<file path="src/hdl/lctf_pkg.sv">
// ----------------------------------------------------------------------------
// Log chunk text filter package
// Shared constants, types and helpers for the text chunk filter.
// ----------------------------------------------------------------------------
package lctf_pkg;

    localparam int MAX_PAYLOAD_DEF = 4096;
    localparam int SINK_BYTES_DEF  = 32768;

    localparam logic [7:0]  KEY_RESET = 8'd2;
    localparam logic [15:0] CAP_RESET = 16'h8000;

    typedef enum logic [0:0] {
        CFG_TEXT_KEY = 1'b0,
        CFG_SINK_CAP = 1'b1
    } cfg_idx_t;

    typedef enum logic [1:0] {
        PH_CONT = 2'd0,
        PH_KEY  = 2'd1,
        PH_SIZE = 2'd2,
        PH_DATA = 2'd3
    } phase_t;

    // segment write request from the parser to the sink accounting
    typedef struct packed {
        logic        wr;
        logic [31:0] len;
    } seg_req_t;

endpackage

</file>
<file path="src/hdl/log_chunk_text_filter.sv">
// ----------------------------------------------------------------------------
// Log chunk text filter
// Passes text-log chunk bytes of a log packet stream and accounts sink room.
// ----------------------------------------------------------------------------
// One item a cycle: each item is registered at the input, handled by the
// parser and sink accounting once the output register can take a result,
// and its result (an accepted byte or a read answer) lands in an output
// register; an item that yields no result leaves nothing behind. Input ready
// drops only while the input register holds an item and the output register
// holds a result that the sink side has not taken.
module log_chunk_text_filter import lctf_pkg::*; #(
    parameter int MAX_PAYLOAD = MAX_PAYLOAD_DEF,
    parameter int SINK_BYTES  = SINK_BYTES_DEF
) (
    input  logic        aclk,
    input  logic        aresetn,
    input  logic        cfg_valid,
    output logic        cfg_ready,
    input  logic        cfg_index,
    input  logic [15:0] cfg_data,
    input  logic        s_valid,
    output logic        s_ready,
    input  logic        s_req_type,
    input  logic [7:0]  s_data_byte,
    input  logic        s_first_byte,
    input  logic        s_last_byte,
    input  logic [12:0] s_payload_len,
    input  logic [63:0] s_process_id,
    input  logic [63:0] s_thread_id,
    input  logic        s_is_head,
    input  logic        s_is_tail,
    input  logic [15:0] s_reader_limit,
    output logic        m_valid,
    input  logic        m_ready,
    output logic [7:0]  m_out_byte,
    output logic        m_byte_valid,
    output logic [15:0] m_xfer_size,
    output logic [31:0] m_drop_count,
    output logic        m_read_done
);
    logic [7:0]  key_reg;
    logic [15:0] cap_reg;

    // input register
    logic        iv_reg;
    logic        rq_reg, fb_reg, lb_reg, hd_reg, tl_reg;
    logic [7:0]  b_reg;
    logic [12:0] pl_reg;
    logic [63:0] pid_reg, tid_reg;
    logic [15:0] lim_reg;

    logic        stall;
    seg_req_t    seg;
    logic        seg_ok, emit;
    logic [15:0] rd_size;
    logic [31:0] rd_drops;

    // output register must be free before the staged item can finish
    assign stall     = m_valid && !m_ready;
    assign s_ready   = !(iv_reg && stall);
    assign cfg_ready = 1'b1;

    always_ff @(posedge aclk) begin
        if (!aresetn) begin
            key_reg <= KEY_RESET;
            cap_reg <= CAP_RESET;
        end else if (cfg_valid) begin
            case (cfg_index)
                CFG_TEXT_KEY: key_reg <= cfg_data[7:0];
                CFG_SINK_CAP: cap_reg <= cfg_data;
                default: ;
            endcase
        end
    end

    logic go;
    assign go = iv_reg && !stall;

    always_ff @(posedge aclk) begin
        if (!aresetn) iv_reg <= 1'b0;
        else if (s_ready) iv_reg <= s_valid;
    end

    always_ff @(posedge aclk) begin
        if (s_ready && s_valid) begin
            rq_reg <= s_req_type; b_reg <= s_data_byte; fb_reg <= s_first_byte;
            lb_reg <= s_last_byte; pl_reg <= s_payload_len; pid_reg <= s_process_id;
            tid_reg <= s_thread_id; hd_reg <= s_is_head; tl_reg <= s_is_tail;
            lim_reg <= s_reader_limit;
        end
    end

    lctf_parser #(.MAX_PAYLOAD(MAX_PAYLOAD)) u_parser (
        .aclk, .aresetn, .en(go && !rq_reg), .key_cfg(key_reg), .b(b_reg),
        .first(fb_reg), .last(lb_reg), .plen_in(pl_reg), .pid(pid_reg), .tid(tid_reg),
        .head(hd_reg), .tail(tl_reg), .seg, .seg_ok, .emit
    );

    seg_req_t seg_g;
    always_comb begin
        seg_g = seg;
        seg_g.wr = seg.wr && go && !rq_reg;
    end

    lctf_sink #(.SINK_BYTES(SINK_BYTES)) u_sink (
        .aclk, .aresetn, .cap_cfg(cap_reg), .seg(seg_g), .seg_ok,
        .rd(go && rq_reg), .rd_limit(lim_reg), .rd_size, .rd_drops
    );

    always_ff @(posedge aclk) begin
        if (!aresetn) m_valid <= 1'b0;
        else if (!stall) m_valid <= go && (rq_reg || emit);
    end

    always_ff @(posedge aclk) begin
        if (go) begin
            m_out_byte   <= rq_reg ? 8'd0 : b_reg;
            m_byte_valid <= !rq_reg;
            m_xfer_size  <= rq_reg ? rd_size : 16'd0;
            m_drop_count <= rq_reg ? rd_drops : 32'd0;
            m_read_done  <= rq_reg;
        end
    end
endmodule

</file>
<file path="src/hdl/lctf_sink.sv">
// ----------------------------------------------------------------------------
// Sink accounting
// Fill level and drop counter; segment admit decision and read-and-clear.
// ----------------------------------------------------------------------------
module lctf_sink import lctf_pkg::*; #(
    parameter int SINK_BYTES = SINK_BYTES_DEF
) (
    input  logic        aclk,
    input  logic        aresetn,
    input  logic [15:0] cap_cfg,
    input  seg_req_t    seg,
    output logic        seg_ok,
    input  logic        rd,
    input  logic [15:0] rd_limit,
    output logic [15:0] rd_size,
    output logic [31:0] rd_drops
);
    localparam logic [16:0] SINK_MAX = 17'(SINK_BYTES);

    logic [15:0] fill_reg, fill_next;
    logic [31:0] drops_reg, drops_next;
    logic [16:0] cap;
    logic [16:0] room;
    logic        drop;

    always_comb begin
        cap  = ({1'b0, cap_cfg} < SINK_MAX) ? {1'b0, cap_cfg} : SINK_MAX;
        room = (cap > {1'b0, fill_reg}) ? cap - {1'b0, fill_reg} : 17'd0;
        seg_ok = (seg.len == 32'd0) || (seg.len <= {15'd0, room});
        drop = 1'b0;
        fill_next = fill_reg;
        rd_size = fill_reg;
        if (rd) begin
            if (fill_reg > rd_limit) begin
                rd_size = rd_limit;
                drop = 1'b1;
            end
            fill_next = '0;
        end else if (seg.wr && seg.len != 32'd0) begin
            if (seg_ok) fill_next = fill_reg + seg.len[15:0];
            else drop = 1'b1;
        end
        rd_drops = (drop && drops_reg != '1) ? drops_reg + 32'd1 : drops_reg;
        drops_next = rd ? 32'd0 : rd_drops;
    end

    always_ff @(posedge aclk) begin
        if (!aresetn) begin
            fill_reg  <= '0;
            drops_reg <= '0;
        end else begin
            fill_reg  <= fill_next;
            drops_reg <= drops_next;
        end
    end
endmodule

</file>
<file path="src/hdl/lctf_parser.sv">
// ----------------------------------------------------------------------------
// Chunk parser
// Packet tracking, carry-over and ULEB128 chunk header decode, one byte a cycle while enabled.
// ----------------------------------------------------------------------------
module lctf_parser import lctf_pkg::*; #(
    parameter int MAX_PAYLOAD = MAX_PAYLOAD_DEF
) (
    input  logic        aclk,
    input  logic        aresetn,
    input  logic        en,
    input  logic [7:0]  key_cfg,
    input  logic [7:0]  b,
    input  logic        first,
    input  logic        last,
    input  logic [12:0] plen_in,
    input  logic [63:0] pid,
    input  logic [63:0] tid,
    input  logic        head,
    input  logic        tail,
    output seg_req_t    seg,
    input  logic        seg_ok,
    output logic        emit
);
    localparam logic [12:0] MAXP = 13'(MAX_PAYLOAD > 8191 ? 8191 : MAX_PAYLOAD);

    phase_t      ph_reg, ph_next;
    logic [31:0] acc_reg, acc_next;
    logic [5:0]  sh_reg, sh_next;
    logic        txt_reg, txt_next;
    logic [31:0] left_reg, left_next;
    logic [12:0] pos_reg, pos_next;
    logic        sacc_reg, sacc_next;
    logic        pdrop_reg, pdrop_next;
    logic [63:0] lp_reg, lp_next, lt_reg, lt_next;
    logic [31:0] cl_reg, cl_next;
    logic        ct_reg, ct_next;

    logic [12:0] plen;
    logic [31:0] uval, rem, seglen;

    always_comb begin
        plen = ({3'd0, plen_in} > {3'd0, MAXP}) ? MAXP : plen_in;
        ph_next = ph_reg; acc_next = acc_reg; sh_next = sh_reg; txt_next = txt_reg;
        left_next = left_reg; pos_next = pos_reg; sacc_next = sacc_reg;
        pdrop_next = pdrop_reg; lp_next = lp_reg; lt_next = lt_reg;
        cl_next = cl_reg; ct_next = ct_reg;
        seg = '0; emit = 1'b0;
        uval = '0; rem = '0; seglen = '0;
        if (en) begin
            if (first) begin
                pos_next = '0; acc_next = '0; sh_next = '0;
                pdrop_next = (pid != lp_reg || tid != lt_reg) && !head;
                if (!pdrop_next) begin
                    if (tid == lt_reg && cl_reg != 0) begin
                        ph_next = PH_CONT;
                        seg.wr = ct_reg;
                        seg.len = ({19'd0, plen} < cl_reg) ? {19'd0, plen} : cl_reg;
                        sacc_next = ct_reg && seg_ok;
                    end else ph_next = PH_KEY;
                end
            end
            if (!pdrop_next && pos_next < plen) begin
                if (ph_next == PH_CONT && cl_next == 0) begin
                    ph_next = PH_KEY; acc_next = '0; sh_next = '0;
                end
                case (ph_next)
                    PH_CONT: begin
                        emit = sacc_next;
                        cl_next = cl_next - 32'd1;
                        if (cl_next == 0) begin
                            ph_next = PH_KEY; acc_next = '0; sh_next = '0;
                        end
                    end
                    PH_KEY, PH_SIZE: begin
                        uval = acc_next;
                        if (sh_next < 6'd32) uval = acc_next | ({25'd0, b[6:0]} << sh_next);
                        acc_next = uval;
                        if (sh_next < 6'd35) sh_next = sh_next + 6'd7;
                        if (!b[7]) begin
                            if (ph_next == PH_KEY) begin
                                txt_next = (uval == {24'd0, key_cfg});
                                ph_next = PH_SIZE;
                            end else begin
                                rem = ({19'd0, plen} > {19'd0, pos_next} + 32'd1)
                                    ? {19'd0, plen} - {19'd0, pos_next} - 32'd1 : 32'd0;
                                seglen = (uval < rem) ? uval : rem;
                                seg.wr = txt_next;
                                seg.len = seglen;
                                sacc_next = txt_next && seg_ok;
                                left_next = uval;
                                ph_next = (uval != 0) ? PH_DATA : PH_KEY;
                            end
                            acc_next = '0; sh_next = '0;
                        end
                    end
                    default: begin
                        emit = txt_next && sacc_next;
                        left_next = left_next - 32'd1;
                        if (left_next == 0) begin
                            ph_next = PH_KEY; acc_next = '0; sh_next = '0;
                        end
                    end
                endcase
                if (pos_next != 13'h1FFF) pos_next = pos_next + 13'd1;
            end
            if (last && !pdrop_next && !tail) begin
                lp_next = pid; lt_next = tid;
                if (ph_next == PH_DATA) begin
                    cl_next = left_next; ct_next = txt_next;
                end else if (ph_next != PH_CONT) begin
                    cl_next = '0; ct_next = 1'b0;
                end
            end
        end
    end

    always_ff @(posedge aclk) begin
        if (!aresetn) begin
            ph_reg <= PH_CONT; acc_reg <= '0; sh_reg <= '0; txt_reg <= 1'b0;
            left_reg <= '0; pos_reg <= '0; sacc_reg <= 1'b0; pdrop_reg <= 1'b0;
            lp_reg <= '0; lt_reg <= '0; cl_reg <= '0; ct_reg <= 1'b0;
        end else begin
            ph_reg <= ph_next; acc_reg <= acc_next; sh_reg <= sh_next; txt_reg <= txt_next;
            left_reg <= left_next; pos_reg <= pos_next; sacc_reg <= sacc_next;
            pdrop_reg <= pdrop_next; lp_reg <= lp_next; lt_reg <= lt_next;
            cl_reg <= cl_next; ct_reg <= ct_next;
        end
    end
endmodule

</file>
<file path="config.mk">
export PLATFORM = sky130hd
export DESIGN_NAME = log_chunk_text_filter
export DESIGN_NICKNAME = d
export VERILOG_FILES = /design/src/hdl/lctf_pkg.sv /design/src/hdl/log_chunk_text_filter.sv /design/src/hdl/lctf_sink.sv /design/src/hdl/lctf_parser.sv
export SDC_FILE = /design/constraint.sdc
export NUM_CORES = 2
export LEC_CHECK = 0
export BUFFER_PORTS_ARGS = -buffer_cell sky130_fd_sc_hd__buf_4
export CAP_MARGIN = 15
export CELL_PAD_IN_SITES_DETAIL_PLACEMENT = 1
export CELL_PAD_IN_SITES_GLOBAL_PLACEMENT = 2
export CORE_AREA = 10 10 245 341
export CTS_BUF_LIST = sky130_fd_sc_hd__clkbuf_4 sky130_fd_sc_hd__clkbuf_8 sky130_fd_sc_hd__clkbuf_16
export DETAILED_ROUTE_END_ITERATION = 7
export DIE_AREA = 0 0 255 351
export PLACE_DENSITY_LB_ADDON = 0.1
export SYNTH_ARGS = -nofsm -noshare
export SYNTH_HDL_FRONTEND = slang
export SYNTH_HIERARCHICAL = 1
export SYNTH_SLANG_ARGS = --single-unit
</file>
<file path="constraint.sdc">
create_clock -name aclk -period 27.6 [get_ports aclk]
set_input_delay 1.38 -clock aclk [delete_from_list [all_inputs] [get_ports aclk]]
set_output_delay 1.38 -clock aclk [all_outputs]
set_load 0.01 [all_outputs]
</file>
Yosys cells after proc, flatten, opt, wreduce, memory -nomap -nowiden --
Cells that the tools add are included.
Cells by class: add/subtract/negate cells 10, multiply operators 0, divide/modulo/power cells 0, $lt $le $gt $ge 11, eq/ne operators 9, shift operators 1, multiplexer cells 91, bitwise operators 3, reduce and logical (&&, ||, !) cells 48
Operator list (count):
- $mux W32 | 24
- $mux W33 | 8
- $logic_not A32 Y1 | 4
- $ne A64 B64 Y1 | 2
- $pmux W32 S2 | 2
- $reduce_bool A32 Y1 | 3
- $sub A32 B1 Y32 const B | 3
- $mux W13 | 5
- $eq A64 B64 Y1 | 1
- $mux W6 | 9
- $mux W16 | 3
- $add A32 B1 Y32 const B | 1
- $eq A32 B8 Y1 | 1
- $gt A13 B32 Y1 | 1
- $le A32 B17 Y1 | 1
- $lt A13 B32 Y1 | 1
- $lt A32 B32 Y1 | 1
- $ne A32 B32 Y1 const B | 1
- $or A32 B32 Y32 | 1
- $shl A7 B6 Y32 | 1
- $mux W2 | 13
- $mux W1 | 23
- $logic_and A1 B1 Y1 | 20
- $gt A17 B16 Y1 | 1
- 26 further kinds | 43
Word-level totals: register bits 551, latch bits 0, memory bits (writable) 0, bits in read-only memories 0, bits of input ports 192, output and inout port bits 61, word-level logic and storage cells 206, memories 0

Depth between registers and ports, before layout --
word-level depth 37, gate-level depth with buffers 46, depth with buffers taken out 43

Hierarchy --
Netlist, hierarchy kept.
Modules (own cells, without submodules):
- lctf_parser | instances 1, cells an instance 2484, area an instance 18256.3 um2
- log_chunk_text_filter | instances 1, cells an instance 410, area an instance 8289.2 um2
- lctf_sink | instances 1, cells an instance 612, area an instance 4877.2 um2

Least setup slack after synthesis --
Ideal clock, no wire load.
kind input-to-reg, start input port m_ready, end register b_reg[0], enable pin, setup time 0.744 ns, arrival time 9.407 ns, required time 26.856 ns, setup slack 17.449 ns, stages on the path 2, path buffers 0, path through nor2b_1 -> a21boi_1
On the way: longest elaborated chain between the ends 5
RTL lines:
- from (decl) | RTL line log_chunk_text_filter.sv:34 | input logic m_ready,
- $logic_not A1 Y1 | RTL line log_chunk_text_filter.sv:59 | assign stall = m_valid && !m_ready;
- $logic_and A1 B1 Y1 | RTL line log_chunk_text_filter.sv:59
- $logic_and A1 B1 Y1 | RTL line log_chunk_text_filter.sv:60 | assign s_ready = !(iv_reg && stall);
- $logic_not A1 Y1 | RTL line log_chunk_text_filter.sv:60
- $logic_and A1 B1 Y1 | RTL line log_chunk_text_filter.sv:85 | if (s_ready && s_valid) begin
- to (signal assigned) | RTL line log_chunk_text_filter.sv:86 | rq_reg <= s_req_type; b_reg <= s_data_byte; fb_reg <= s_first_byte;
- to (decl) | RTL line log_chunk_text_filter.sv:47 | logic [7:0] b_reg;
No other way between the ends. A chain may end at the register's enable or synchronous reset.

==> summary.txt <==
Outcome
  • Status: complete, no violations

Detailed routing
  • DR vias/cell: 5.856
  • Via count: 27588
  • DR pass1 iterations: 5
  • Post-DR wirelength/cell: 23.93 µm
  • Routed wire length: 112700 µm
  • DRC errors left: 0
  • DRT iter0 DRCs: 1492
  • Antenna Violating Nets Remaining: 0

Yosys
  • Yosys reg bits: 551
  • Ys async rst share: 0
  • Post-Synth Simple-Gate Area: 0.2143
  • Synthesized netlist cell count: 3506
  • Synth warnings: 6
  • Mapped Area: 31420 µm²
  • Post-synthesis adder-cell area fraction: 0.05925
  • Register area share after synthesis: 0.4237
  • Syn_area_per_cell: 8.963 µm²
  • Syn_nets: 3845
  • Post-synth cell types: 114
  • Synth Area in XOR/XNOR: 0.06271
  • Post-synthesis compound-gate area fraction: 0.1802
  • Most used DFF post-synth: dfxtp_1
  • Largest family of logic cells by synthesized area: simple AND/OR/NAND/NOR gates
  • Mux contribution to synthesized area: 0.01772
  • EDFF count, synth: 228

STA
  • Setup Skew: 29.60 ps
  • Slew margin rel.: 0.1631
  • FMAX: 93.52 MHz
  • Period minus WS final: 10690 ps
  • Final max-slew violation count: 0
  • Unrepaired setup endpoints after global routing: false
  • Setup TNS: 0 ps
  • # setup viols final: 0
  • Final period util: 0.3874
  • Worst slew pin tran: 1238 ps
  • Final Hold Viols: 0

Worst setup path
  • Crit path buf inv count: 5
  • Worst setup path end: m_drop_count[22]
  • Crit path DAT: 11100 ps
  • Critical path fanouts, max: 25
  • WP data required: 28010 ps
  • Delay-heaviest family, CP: compound AO/OA/AOI/OAI gates
  • Setup crit end kind: flop
  • Setup CP Type: reg2reg
  • Critical R2R Capture: m_drop_count[22]
  • FF-to-FF Start: fb_reg
  • Worst setup SP type: flop
  • Launch point of the worst path: fb_reg
  • Critical Path Stages: 42
  • Slowest CP cell: o211ai_4
  • R2R depth: 42
  • Worst path most repeated cell: a21o_1
  • R2R setup slack: 16910 ps
  • Critical Path Max Stage Delay: 620 ps

Floorplan
  • Area of the die: 89510 µm²
  • Die Width: 255 µm
  • Ports: 253
  • DIE HEIGHT: 351 µm
  • Initial Util: 0.4070
  • Core Footprint: 77210 µm²
  • Row cnt: 121

Placed design
  • Port buffer count: 251
  • Gpl congestion: 0.9275
  • DP Area: 34180 µm²
  • DPL Wire Length: 85620 µm

Pwr
  • Leakage: 14.04 nW
  • Maximum VDD drop: 60.88 µV
  • Cell Pwr Density: 63.15 nW/µm²
  • Overall power: 2.284 mW

Global route
  • Largest net degree at the start of global routing: 83
  • Congestion Overflow GR: 0
  • Antenna violations before repair: 3
  • First-pass GRT wire length: 172000 µm
  • GRT Util Overall: 0.2459
  • Vias in the first global route: 29536

CTS
  • PostCTS Resize Cnt: 0
  • CTS tree: done
  • Clk buf depth: 3
  • Hold bufs inserted after CTS: 0
  • Setup bufs post-CTS: 0
  • Clock Latency Late Sink: 660 ps
  • # clock sinks: 551
  • Clock-pin slew on the worst setup and hold paths: 60 ps
  • CTS buffer count: 59
  • H-tree Lvls: 2
  • Clock root cell: clkbuf_16

Run
  • Max-cap viol count: 0

Layout
  • Share of cells above drive strength 1: 0.1339
  • Filler cell count: 8859
  • Area grow syn2layout: 15.10%
  • Area of the multi-input gates: 16840 µm²
  • Most frequent cells in the layout: 462 x nand2_1, 323 x dfxtp_1, 309 x buf_4
  • Most common cell after layout, fill and taps aside: nand2_1
  • Fin nets: 4014
  • Reg area: 13310 µm²
  • Final non-filler cell area: 36170 µm²

Hold path
  • Hold Path Class: reg2reg
  • Hold path start: cap_reg[8]
-- metal layers --
metal  wire, µm  up-vias  GRT usage
li1           -    13021          -
met1      43190    13665     0.2636
met2      59150      644     0.4582
met3       4522      254    0.03737
met4       5832        4     0.1255
met5         29        -          0
-- stage by stage --
step | setup slack [ps] | utilization | hold slack, ps | cells
finish | 16910 | 0.4684 | 446.1 | 4711
global route | 16020 | 0.4684 | 469.4 | 4710
CTS | 16950 | 0.4684 | 450.4 | 4710
detailed placement | 17030 | 0.4427 | 442.6 | 4598
global placement | 17340 | 0.4426 | 433.9 | 4597
floorplan | 17450 | - | 423.8 | 3506
-- cell families after synthesis --
| family | after synthesis |
|---|---|
| XOR/XNOR | 225 |
| other | 1 |
| flip-flops | 551 |
| buffers and inverters | 324 |
| AND/OR/NAND/NOR | 1347 |
| adder cells (fa/ha/maj) | 147 |
| multiplexers | 55 |
| AO/OA/AOI/OAI | 856 |
-- worst min path at each step --
| stage | to | slack [ps] | cells after the start |
|---|---|---|---|
| floorplan | cap_reg[10] | 420 | 2 |
| global placement | cap_reg[8] | 430 | 2 |
| detailed placement | cap_reg[8] | 440 | 2 |
| CTS | cap_reg[8] | 450 | 2 |
| global route | cap_reg[11] | 470 | 2 |
| finish | cap_reg[8] | 450 | 2 |
-- synthesized netlist by cell type (74+ instances only) --
master | n | area (µm²)
nand3_1 | 88 | 440.4
inv_1 | 118 | 442.9
o21ai_0 | 138 | 690.7
clkbuf_1 | 154 | 578.1
xnor2_1 | 75 | 656.9
edfxtp_1 | 228 | 6847
ha_1 | 144 | 1802
dfxtp_1 | 323 | 6466
and2_1 | 96 | 600.6
a21oi_1 | 278 | 1391
xor2_1 | 150 | 1314
nand2_1 | 463 | 1738
nor2_1 | 242 | 908.4
nor3_1 | 74 | 370.4
-- final cells by class --
| type | count | area share |
|---|---|---|
| diodes | 1 | 0.00006919 |
| clock buffers | 85 | 0.04809 |
| clock inverters | 27 | 0.006677 |
| inverters | 122 | 0.01280 |
| multi-input cells | 2631 | 0.4658 |
| flip-flops and latches | 551 | 0.3681 |
| well taps | 984 | 0.03404 |
| repair buffers | 310 | 0.06445 |
-- power by group --
part | total (mW) | internal [mW] | switching, mW
clock | 0.810 | 0.460 | 0.351
combinational | 0.567 | 0.181 | 0.386
sequential | 0.906 | 0.878 | 0.0277
-- worst min-delay path: stages (launching register included) --
cell and delay, ps:
dfxtp_1 300, nand2_1 50, o21ai_1 50
Power figures use the tool's default switching activity.
